## src/mec_pkg.sv

```systemverilog
package mec_pkg;

  // signed width of z between iterations; a value that has not yet escaped fits
  localparam int unsigned ZW = 17;
  // full product width of two z values
  localparam int unsigned PW = 2 * ZW;
  // product after the floor shift by 8
  localparam int unsigned SW = PW - 8;
  // squared magnitude and update sums
  localparam int unsigned AW = SW + 1;

  localparam int unsigned CW     = 11;  // c_real / c_imag
  localparam int unsigned LIMW   = 15;  // escape_limit
  localparam int unsigned COUNTW = 5;   // escape_count
  localparam int unsigned BANDW  = 2;   // colour_band

  localparam logic [LIMW-1:0] ESC_LIMIT_RESET = 15'd1024;

  // colour band split points on the escape count
  localparam int unsigned BAND_SPLIT0 = 3;
  localparam int unsigned BAND_SPLIT1 = 7;
  localparam int unsigned BAND_SPLIT2 = 13;
  localparam int unsigned BAND_SPLIT3 = 19;

  localparam logic [BANDW-1:0] BAND_INTERIOR = 2'd0;
  localparam logic [BANDW-1:0] BAND_OUTER    = 2'd1;
  localparam logic [BANDW-1:0] BAND_MIDDLE   = 2'd2;
  localparam logic [BANDW-1:0] BAND_INNER    = 2'd3;

  // the three registered products of one iteration
  typedef struct packed {
    logic signed [PW-1:0] rr;
    logic signed [PW-1:0] ii;
    logic signed [PW-1:0] ri;
  } prod_t;

  // one finished result from the sequencer
  typedef struct packed {
    logic              valid;
    logic [COUNTW-1:0] count;
    logic [BANDW-1:0]  band;
  } res_t;

endpackage

```

## src/mec_mul_unit.sv

```systemverilog
module mec_mul_unit (
  input  logic                             clk_i,
  input  logic signed [mec_pkg::ZW-1:0]    zr_i,
  input  logic signed [mec_pkg::ZW-1:0]    zi_i,
  output mec_pkg::prod_t                   prod_o
);

  mec_pkg::prod_t prod_d, prod_q;

  // zr^2, zi^2 and zr*zi from the current z
  always_comb begin
    prod_d.rr = zr_i * zr_i;
    prod_d.ii = zi_i * zi_i;
    prod_d.ri = zr_i * zi_i;
  end

  always_ff @(posedge clk_i) begin
    prod_q <= prod_d;
  end

  assign prod_o = prod_q;

endmodule

```

## src/mec_ctrl.sv

```systemverilog
module mec_ctrl #(
  parameter int unsigned MAX_ITER = 24
) (
  input  logic                                clk_i,
  input  logic                                rst_ni,
  input  logic                                in_valid_i,
  output logic                                in_ready_o,
  input  logic signed [mec_pkg::CW-1:0]       c_real_i,
  input  logic signed [mec_pkg::CW-1:0]       c_imag_i,
  input  logic [mec_pkg::LIMW-1:0]            escape_limit_i,
  output mec_pkg::res_t                       res_o,
  input  logic                                res_ready_i
);

  localparam int unsigned NW = $clog2(MAX_ITER + 1);

  localparam logic [1:0] S_IDLE = 2'd0;
  localparam logic [1:0] S_MUL  = 2'd1;
  localparam logic [1:0] S_UPD  = 2'd2;
  localparam logic [1:0] S_DONE = 2'd3;

  logic [1:0] state_d, state_q;
  logic [NW-1:0] n_d, n_q;
  logic signed [mec_pkg::ZW-1:0] zr_d, zr_q, zi_d, zi_q;
  logic signed [mec_pkg::CW-1:0] cr_d, cr_q, ci_d, ci_q;

  mec_pkg::prod_t prod;

  logic signed [mec_pkg::SW-1:0] rsq, isq, tri_p;
  logic signed [mec_pkg::AW-1:0] mag, zr_sum, zi_sum;
  logic escaped, at_max;
  logic [mec_pkg::BANDW-1:0] band;

  mec_mul_unit u_mul (
    .clk_i  (clk_i),
    .zr_i   (zr_q),
    .zi_i   (zi_q),
    .prod_o (prod)
  );

  // floor shift by 8 is an arithmetic shift of the product
  assign rsq   = prod.rr[mec_pkg::PW-1:8];
  assign isq   = prod.ii[mec_pkg::PW-1:8];
  assign tri_p = prod.ri[mec_pkg::PW-1:8];

  assign mag = mec_pkg::AW'(rsq) + mec_pkg::AW'(isq);
  assign escaped = mag > $signed({{(mec_pkg::AW - mec_pkg::LIMW){1'b0}}, escape_limit_i});
  assign at_max  = n_q == NW'(MAX_ITER);

  // new z; only kept when not escaped, then it fits ZW bits
  assign zr_sum = mec_pkg::AW'(rsq) - mec_pkg::AW'(isq) + mec_pkg::AW'(cr_q);
  assign zi_sum = {tri_p, 1'b0} + mec_pkg::AW'(ci_q);

  always_comb begin
    if (at_max) begin
      band = mec_pkg::BAND_INTERIOR;
    end else if (n_q < NW'(mec_pkg::BAND_SPLIT0)) begin
      band = mec_pkg::BAND_OUTER;
    end else if (n_q < NW'(mec_pkg::BAND_SPLIT1)) begin
      band = mec_pkg::BAND_MIDDLE;
    end else if (n_q < NW'(mec_pkg::BAND_SPLIT2)) begin
      band = mec_pkg::BAND_INNER;
    end else if (n_q < NW'(mec_pkg::BAND_SPLIT3)) begin
      band = mec_pkg::BAND_MIDDLE;
    end else begin
      band = mec_pkg::BAND_OUTER;
    end
  end

  always_comb begin
    state_d = state_q;
    n_d     = n_q;
    zr_d    = zr_q;
    zi_d    = zi_q;
    cr_d    = cr_q;
    ci_d    = ci_q;
    unique case (state_q)
      S_IDLE: begin
        if (in_valid_i) begin
          cr_d    = c_real_i;
          ci_d    = c_imag_i;
          zr_d    = '0;
          zi_d    = '0;
          n_d     = '0;
          state_d = S_MUL;
        end
      end
      S_MUL: begin
        state_d = S_UPD;
      end
      S_UPD: begin
        if (at_max || escaped) begin
          state_d = S_DONE;
        end else begin
          zr_d    = zr_sum[mec_pkg::ZW-1:0];
          zi_d    = zi_sum[mec_pkg::ZW-1:0];
          n_d     = n_q + NW'(1);
          state_d = S_MUL;
        end
      end
      S_DONE: begin
        if (res_ready_i) begin
          state_d = S_IDLE;
        end
      end
      default: begin
        state_d = S_IDLE;
      end
    endcase
  end

  always_ff @(posedge clk_i or negedge rst_ni) begin
    if (!rst_ni) begin
      state_q <= S_IDLE;
    end else begin
      state_q <= state_d;
    end
  end

  always_ff @(posedge clk_i) begin
    n_q  <= n_d;
    zr_q <= zr_d;
    zi_q <= zi_d;
    cr_q <= cr_d;
    ci_q <= ci_d;
  end

  assign in_ready_o  = state_q == S_IDLE;
  assign res_o.valid = state_q == S_DONE;
  assign res_o.count = n_q[mec_pkg::COUNTW-1:0];
  assign res_o.band  = band;

`ifndef SYNTHESIS
  a_count_bound: assert property (@(posedge clk_i) disable iff (!rst_ni)
    (state_q == S_DONE) |-> (n_q <= NW'(MAX_ITER)))
    else $error("escape count beyond maximum");

  a_upd_after_mul: assert property (@(posedge clk_i) disable iff (!rst_ni)
    (state_q == S_UPD) |-> ($past(state_q) == S_MUL))
    else $error("update without fresh products");

  a_start_clean: assert property (@(posedge clk_i) disable iff (!rst_ni)
    (state_q == S_IDLE && in_valid_i) |=> (state_q == S_MUL && n_q == '0))
    else $error("iteration did not start from zero");

  a_interior_band: assert property (@(posedge clk_i) disable iff (!rst_ni)
    (state_q == S_DONE && n_q != NW'(MAX_ITER)) |-> (res_o.band != mec_pkg::BAND_INTERIOR))
    else $error("escaped point marked interior");
`endif

endmodule

```

## src/mandelbrot_escape_counter.sv

```systemverilog
// Mandelbrot escape-time counter. Each input word carries one point c in signed
// 3.8 fixed point (256 = 1.0); the block iterates z = z^2 + c from z = 0, with
// zr^2, zi^2 and zr*zi floor-shifted right by 8, and stops when zr^2 + zi^2 is
// strictly greater than escape_limit (reset 1024, i.e. 4.0) or after MAX_ITER
// updates. The output word gives the escape count (MAX_ITER means bounded) and a
// 2-bit colour band. One shared unit of three multipliers serves every
// iteration (products registered, then test and update), and the input is
// not ready while a point is in work. A finished word sits in an
// output register, so the next point is taken while it waits. Write
// escape_limit only while the block is idle.
module mandelbrot_escape_counter #(
  parameter int unsigned MAX_ITER = 24
) (
  input  logic        clk_i,
  input  logic        rst_ni,

  // input stream
  input  logic        s_axis_tvalid_i,
  output logic        s_axis_tready_o,
  input  logic [23:0] s_axis_tdata_i,   // [10:0] c_real, [21:11] c_imag, [23:22] zero

  // output stream
  output logic        m_axis_tvalid_o,
  input  logic        m_axis_tready_i,
  output logic [7:0]  m_axis_tdata_o,   // [4:0] escape_count, [6:5] colour_band, [7] zero

  // escape limit register
  input  logic        cfg_we_i,
  input  logic [14:0] cfg_wdata_i
);

  logic [mec_pkg::LIMW-1:0] escape_limit_q;
  mec_pkg::res_t res;
  logic res_ready;

  logic out_valid_q;
  logic [mec_pkg::COUNTW-1:0] out_count_q;
  logic [mec_pkg::BANDW-1:0]  out_band_q;

  // escape limit; the user must write it only between points, the block itself does not enforce this
  always_ff @(posedge clk_i or negedge rst_ni) begin
    if (!rst_ni) begin
      escape_limit_q <= mec_pkg::ESC_LIMIT_RESET;
    end else if (cfg_we_i) begin
      escape_limit_q <= cfg_wdata_i;
    end
  end

  // sequencer plus the shared multiplier unit
  mec_ctrl #(
    .MAX_ITER (MAX_ITER)
  ) u_ctrl (
    .clk_i          (clk_i),
    .rst_ni         (rst_ni),
    .in_valid_i     (s_axis_tvalid_i),
    .in_ready_o     (s_axis_tready_o),
    .c_real_i       (s_axis_tdata_i[10:0]),
    .c_imag_i       (s_axis_tdata_i[21:11]),
    .escape_limit_i (escape_limit_q),
    .res_o          (res),
    .res_ready_i    (res_ready)
  );

  // output register: free when empty or being drained this cycle
  assign res_ready = !out_valid_q || m_axis_tready_i;

  always_ff @(posedge clk_i or negedge rst_ni) begin
    if (!rst_ni) begin
      out_valid_q <= 1'b0;
    end else if (res_ready) begin
      out_valid_q <= res.valid;
    end
  end

  // payload needs no reset
  always_ff @(posedge clk_i) begin
    if (res_ready && res.valid) begin
      out_count_q <= res.count;
      out_band_q  <= res.band;
    end
  end

  assign m_axis_tvalid_o = out_valid_q;
  assign m_axis_tdata_o  = {1'b0, out_band_q, out_count_q};

endmodule

```

## config.mk

```make
export PLATFORM = sky130hd
export DESIGN_NAME = mandelbrot_escape_counter
export DESIGN_NICKNAME = d
export VERILOG_FILES = /design/src/mec_pkg.sv /design/src/mec_mul_unit.sv /design/src/mec_ctrl.sv /design/src/mandelbrot_escape_counter.sv
export SDC_FILE = /design/constraint.sdc
export NUM_CORES = 2
export LEC_CHECK = 0
export ABC_CLOCK_PERIOD_IN_PS = 6800
export BUFFER_PORTS_ARGS = -buffer_cell sky130_fd_sc_hd__buf_2
export CAP_MARGIN = 30
export CORE_UTILIZATION = 30
export CTS_CLUSTER_DIAMETER = 30
export DETAILED_ROUTE_END_ITERATION = 7
export SETUP_SLACK_MARGIN = 0.15
export SLEW_MARGIN = 10
export SYNTH_ARGS = -nofsm -noshare
export SYNTH_HDL_FRONTEND = slang
export SYNTH_SLANG_ARGS = --single-unit
```

## constraint.sdc

```tcl
create_clock -name clk_i -period 6.8 [get_ports clk_i]
set_input_delay 1.7 -clock clk_i [delete_from_list [all_inputs] [get_ports clk_i]]
set_output_delay 1.7 -clock clk_i [all_outputs]
set_load 0.01 [all_outputs]
```

### Yosys cells after proc, flatten, opt, wreduce, memory -nomap -nowiden

Index checks and enable logic that the tools add are counted.

| storage, ports and cells | value |
|---|---|
| flip-flop bits (word level) | 178 |
| input port bits | 44 |
| output and inout port bits | 10 |
| logic and storage cells | 60 |

| operators by class | value |
|---|---|
| $add $sub $neg | 5 |
| multiply operators | 3 |
| order comparisons | 5 |
| equal/unequal tests | 7 |
| mux-type cells | 16 |
| reductions and logical operators | 10 |

Operators by type and width:

| operator | number |
|---|---|
| $mul 17x17->34 | 2 |
| $pmux 17 s2 | 2 |
| $mux 17 | 3 |
| $add 26x26->27 | 1 |
| $gt 27x16->1 | 1 |
| $mul 17x17->24 | 1 |
| $add 17x11->17 | 1 |
| $add 17x17->17 | 1 |
| $sub 17x17->17 | 1 |
| $mux 2 | 6 |
| $mux 5 | 2 |
| $pmux 5 s2 | 1 |
| $pmux 2 s4 | 1 |
| $add 5x1->5 const B | 1 |
| $eq 5x5->1 const B | 1 |
| $lt 5x2->1 const B | 1 |
| $lt 5x3->1 const B | 1 |
| $lt 5x4->1 const B | 1 |
| $lt 5x5->1 const B | 1 |
| $eq 2x2->1 const B | 2 |
| $ne 2x2->1 const B | 2 |
| $reduce_and 2->1 | 2 |
| $reduce_and 3->1 | 1 |
| $eq 2x1->1 const B | 1 |
| other kinds (8) | 9 |

### Depth between registers and ports, before layout

| logic depth | value |
|---|---|
| word-level depth | 5 |
| gate-level depth with buffers | 26 |
| gate-level depth less buffers | 25 |

### By module

From an unflattened synthesis, not the netlist that was laid out.

| unflattened totals | value |
|---|---|
| cell total of the unflattened synthesis | 4,135 |
| area, all modules | 39,424.1 um^2 |

Modules (own cells, without submodules):

| module | times used | cells an instance | area an instance (um^2) | seq. area each (um^2) |
|---|---|---|---|---|
| mec_mul_unit | 1 | 3,441 | 32,567.5 | 2,001.9 |
| mec_ctrl | 1 | 649 | 5,977.0 | 1,881.8 |
| mandelbrot_escape_counter | 1 | 45 | 879.6 | 611.8 |

### Least setup slack after synthesis

OpenSTA, ideal clock, no wires.

| timing path | value |
|---|---|
| path type | register to register |
| start | register u_ctrl.u_mul.prod_q, in the netlist u_ctrl.u_mul.prod_o[43] |
| end | register u_ctrl.n_q[0], enable pin |
| setup time | 494 ps |
| arrival | 6,264 ps |
| data required time | 6,306 ps |
| setup slack | 42 ps |
| cell stages (with the launch flop) | 21 |
| buffers on the path | 0 |
| clock period less this slack | 6,758 ps |
| cells stage by stage | dfxtp_1 > inv_1 > ha_1 > nand2b_1 > a21oi_1 > o211ai_1 > a31o_2 > o31ai_1 > a21oi_1 > o21ai_0 > xnor2_1 > ha_1 > a21o_1 > a21o_1 > a21oi_1 > nand2_1 > o21ai_0 > nand4_1 > nor4_1 > o2111ai_1 > o31ai_1 |

| between the ends | value |
|---|---|
| word-level cells in the longest chain between the ends | 5 |

RTL lines:

| what | RTL line | source |
|---|---|---|
| start, declared | mec_mul_unit.sv:8 | `mec_pkg::prod_t prod_d, prod_q;` |
| start signal, assigned | mec_mul_unit.sv:18 | `prod_q <= prod_d;` |
| $add 26x26->27 | mec_ctrl.sv:46 | `assign mag = mec_pkg::AW'(rsq) + mec_pkg::AW'(isq);` |
| $gt 27x16->1 | mec_ctrl.sv:47 | `assign escaped = mag > $signed({{(mec_pkg::AW - mec_pkg::LIMW){1'b0}}, escape_limit_i});` |
| $logic_or 1x1->1 | mec_ctrl.sv:92 | `if (at_max \|\| escaped) begin` |
| $ne 2x2->1 (no source line) | -- |  |
| $reduce_and 3->1 (no source line) | -- |  |
| end signal, assigned | mec_ctrl.sv:121 | `n_q <= n_d;` |
| end, declared | mec_ctrl.sv:23 | `logic [NW-1:0] n_d, n_q;` |

No other way between the ends.
A chain may end at the register's enable or synchronous reset.

==> impl_metrics.json <==
{
  "slew_headroom_pct": 50.75,
  "fin_crit_ns": 6.481,
  "ys_async_sr_fraction_pct": 11.69,
  "final_cell_mix": "inv_1 (1045), fa_1 (738), ha_1 (334)",
  "start_util_pct": 30.42,
  "yosys_warnings": 0,
  "cts_made_buffers": 17,
  "finalSetupViolations": 0,
  "period_share_pct": 95.31,
  "drc": 0,
  "drt_iter0_markers": 1133,
  "wl_per_cell_microns": 14.34,
  "cts_tree": "yes",
  "status": "complete, no violations",
  "grt_setup_unrepaired": "yes",
  "io-pin-count": 54,
  "synth-seq-cells": 154,
  "core_area_sq_um": 115000,
  "io_buffers": 50,
  "die_y_microns": 343.4,
  "antenna_found_initial": 0,
  "worst_slack_ns": 0.3190,
  "cts_max_level": 4,
  "num-nets-final": 4955,
  "path_class": "register to register",
  "clock_sinks": 154,
  "critPathRequiredTime_ns": 7.16,
  "die_x_microns": 343.4,
  "grt_overflow": 0,
  "startpoint": "u_ctrl.zi_q[2]",
  "cts-root-buf": "clkbuf_16",
  "mostFrequentLayoutCell": "inv_1",
  "holdCritPathClass": "register to register",
  "clock_skew_ns": 0.02280,
  "tightest_slew_ns": 0.7308,
  "critical_path_arrival_ns": 6.84,
  "ys_types": 82,
  "synth_area_sq_um": 34970,
  "drv_cap": 0,
  "die_area_sq_um": 117900,
  "r2r-start": "u_ctrl.zi_q[2]",
  "final_hold_viol_count": 0,
  "dp_slack_ns": 0.1369,
  "endpoint_kind": "register",
  "layout-drive-gt1-share_pct": 7.578,
  "ant_nets": 0,
  "yosysSeqAreaShare_pct": 11.02,
  "report.final.slew_viol_count": 0,
  "grt_pass1_vias": 25420,
  "area_growth_pct": 10.46,
  "fmax_mhz": 154.3,
  "synth-edff-count": 68,
  "cts_hold_buf": 0,
  "grt_max_degree": 40,
  "ys.flop_type": "edfxtp_1",
  "clkTransAtPathRegs_ns": 0.07,
  "clk_path_buf_depth": 2,
  "syn_area_per_cell_sq_um": 9.360,
  "grt_first_pass_wirelength_microns": 130100,
  "synthCells": 3736,
  "detail_route.vias_per_cell": 4.432,
  "num_vias": 23730,
  "grt_usage_pct": 13.98,
  "rows": 124,
  "dr.pass1.iters": 5,
  "fin_tns_setup_ns": 0,
  "crit_fanout": 7,
  "syn_nets": 4864,
  "worstSkewPairLatency_ns": 0.49,
  "nFillCells": 11750,
  "drt-total-wl_microns": 76760,
  "dp_hpwl_microns": 64500,
  "min-delay-start": "u_ctrl.state_q[0]",
  "critPathLaunchType": "register",
  "globalplace.congestion": 0.8872
}
## flip-flops by register name, indices dropped and copies added, names as in the netlist, 2 cells and up
name	flops
u_ctrl.u_mul.prod_o	68
u_ctrl.state_q	2
u_ctrl.zr_q	17
u_ctrl.ci_q	11
u_ctrl.zi_q	17
escape_limit_q	15
out_count_q	5
u_ctrl.n_q	5
u_ctrl.cr_q	11
out_band_q	2
## cells by family (layout without fill, tap and decap cells)
group	count (synthesis)	count (layout)	share of synthesized area (%)
simple gates	870	870	11.84
flops	154	154	11.02
other cells	1	3	0.01072
buf+inv	1178	1282	12.66
fa+ha+maj	1084	1084	54.76
compound gates	281	281	5.471
xor+xnor	161	161	4.033
mux	7	7	0.2040
## path summary, 6_finish.rpt
kind	cells after the start	slack, ns	end
setup / recovery	23	0.32	u_ctrl.u_mul.prod_o[67]
hold / removal	1	0.52	u_ctrl.state_q[0]
hold reg to reg	1	0.52	u_ctrl.state_q[0]
setup reg to reg	23	0.32	u_ctrl.u_mul.prod_o[67]
max in group asynchronous	1	5.31	escape_limit_q[10]
min in group asynchronous	1	1.14	escape_limit_q[9]
## area by class of cell
class	instances	area [sq um]	share of cell area (%)
repair buffers	193	1465	3.793
clock inverters	13	142.6	0.3693
well taps	1512	1892	4.898
clock buffers	19	454.2	1.176
multi-input cells	2404	26840	69.48
inverters	1057	3975	10.29
diodes	2	5.005	0.01296
flip-flops and latches	154	3855	9.981
## synth_stat cells, types with 5 or more instances
library cell,instances,area (sq um)
nor2b_1,31,193.9
clkinv_1,5,18.77
nand3_1,21,105.1
nor3_1,43,215.2
nand2_1,324,1216
a311oi_1,5,43.79
o211ai_1,5,37.54
mux2i_1,6,60.06
xnor2_1,120,1051
and4_1,5,43.79
clkbuf_1,115,431.7
o21bai_1,8,60.06
a21o_1,31,232.7
o21a_1,19,142.6
a21oi_1,84,420.4
and3_1,16,100.1
nor2_1,188,705.7
or2_2,5,31.28
ha_1,340,4254
inv_1,1050,3941
o31ai_1,5,37.54
and2_1,179,1120
nand2b_1,21,131.4
nor3b_1,6,45.04
o21ai_1,6,30.03
nand4_1,6,37.54
dfxtp_1,68,1361
dfrtp_1,17,425.4
xor2_1,41,359.1
buf_1,5,18.77
o21ai_0,46,230.2
a31oi_1,9,56.30
a31o_2,11,96.34
edfxtp_1,68,2042
fa_1,744,14890
nor4_1,6,37.54
## critical path, cell delays in order, from the launching register on
cell       delay, ns
edfxtp_1        0.46
buf_6           0.18
nand2_2         0.08
fa_1            0.54
inv_1           0.06
fa_1            0.42
inv_1           0.09
fa_1            0.43
fa_1            0.54
inv_1           0.05
fa_1            0.48
inv_1           0.05
fa_1            0.47
inv_1           0.06
ha_4            0.28
or4b_4          0.47
o211ai_4        0.28
a311oi_4        0.15
o21ba_4         0.28
o31a_1          0.33
o2111ai_2       0.25
a31oi_2         0.16
o21bai_2        0.16
xnor2_1         0.08
## through the flow
| stage | cells | util, % | instance area (sq um) | hold WS [ns] |
|---|---|---|---|---|
| final | 5354 | 33.60 | 38620 | 0.5247 |
| after global routing | 5352 | 33.59 | 38620 | 0.5380 |
| after CTS | 5315 | 33.18 | 38150 | 0.5255 |
| after detailed placement | 5282 | 32.65 | 37540 | 0.5079 |
| after global placement | 5282 | 32.65 | 37540 | 0.5016 |
| after floorplan | 3736 | - | 34970 | 0.4244 |
## metal layers
metal | share of wire, % | wire, microns | vias to the layer above | global-route usage [%]
li1 | - | - | 11220 | -
met2 | 47 | 35910 | 428 | 22.95
met1 | 46 | 34980 | 12000 | 19.10
met3 | 4.9 | 3741 | 83 | 2.111
met5 | 0 | 0 | - | 0
met4 | 2.8 | 2123 | 0 | 3.870
## repair_timing
item                       4_1_cts  5_1_grt
setup endpoints to repair        1       14
buffers inserted                 1       36
resized for setup                0       42
gates cloned                     0        1
pin swaps                        1       19
Power is not shown: default switching activity piles up to over one toggle a cycle in this logic, so the estimate is an artifact.
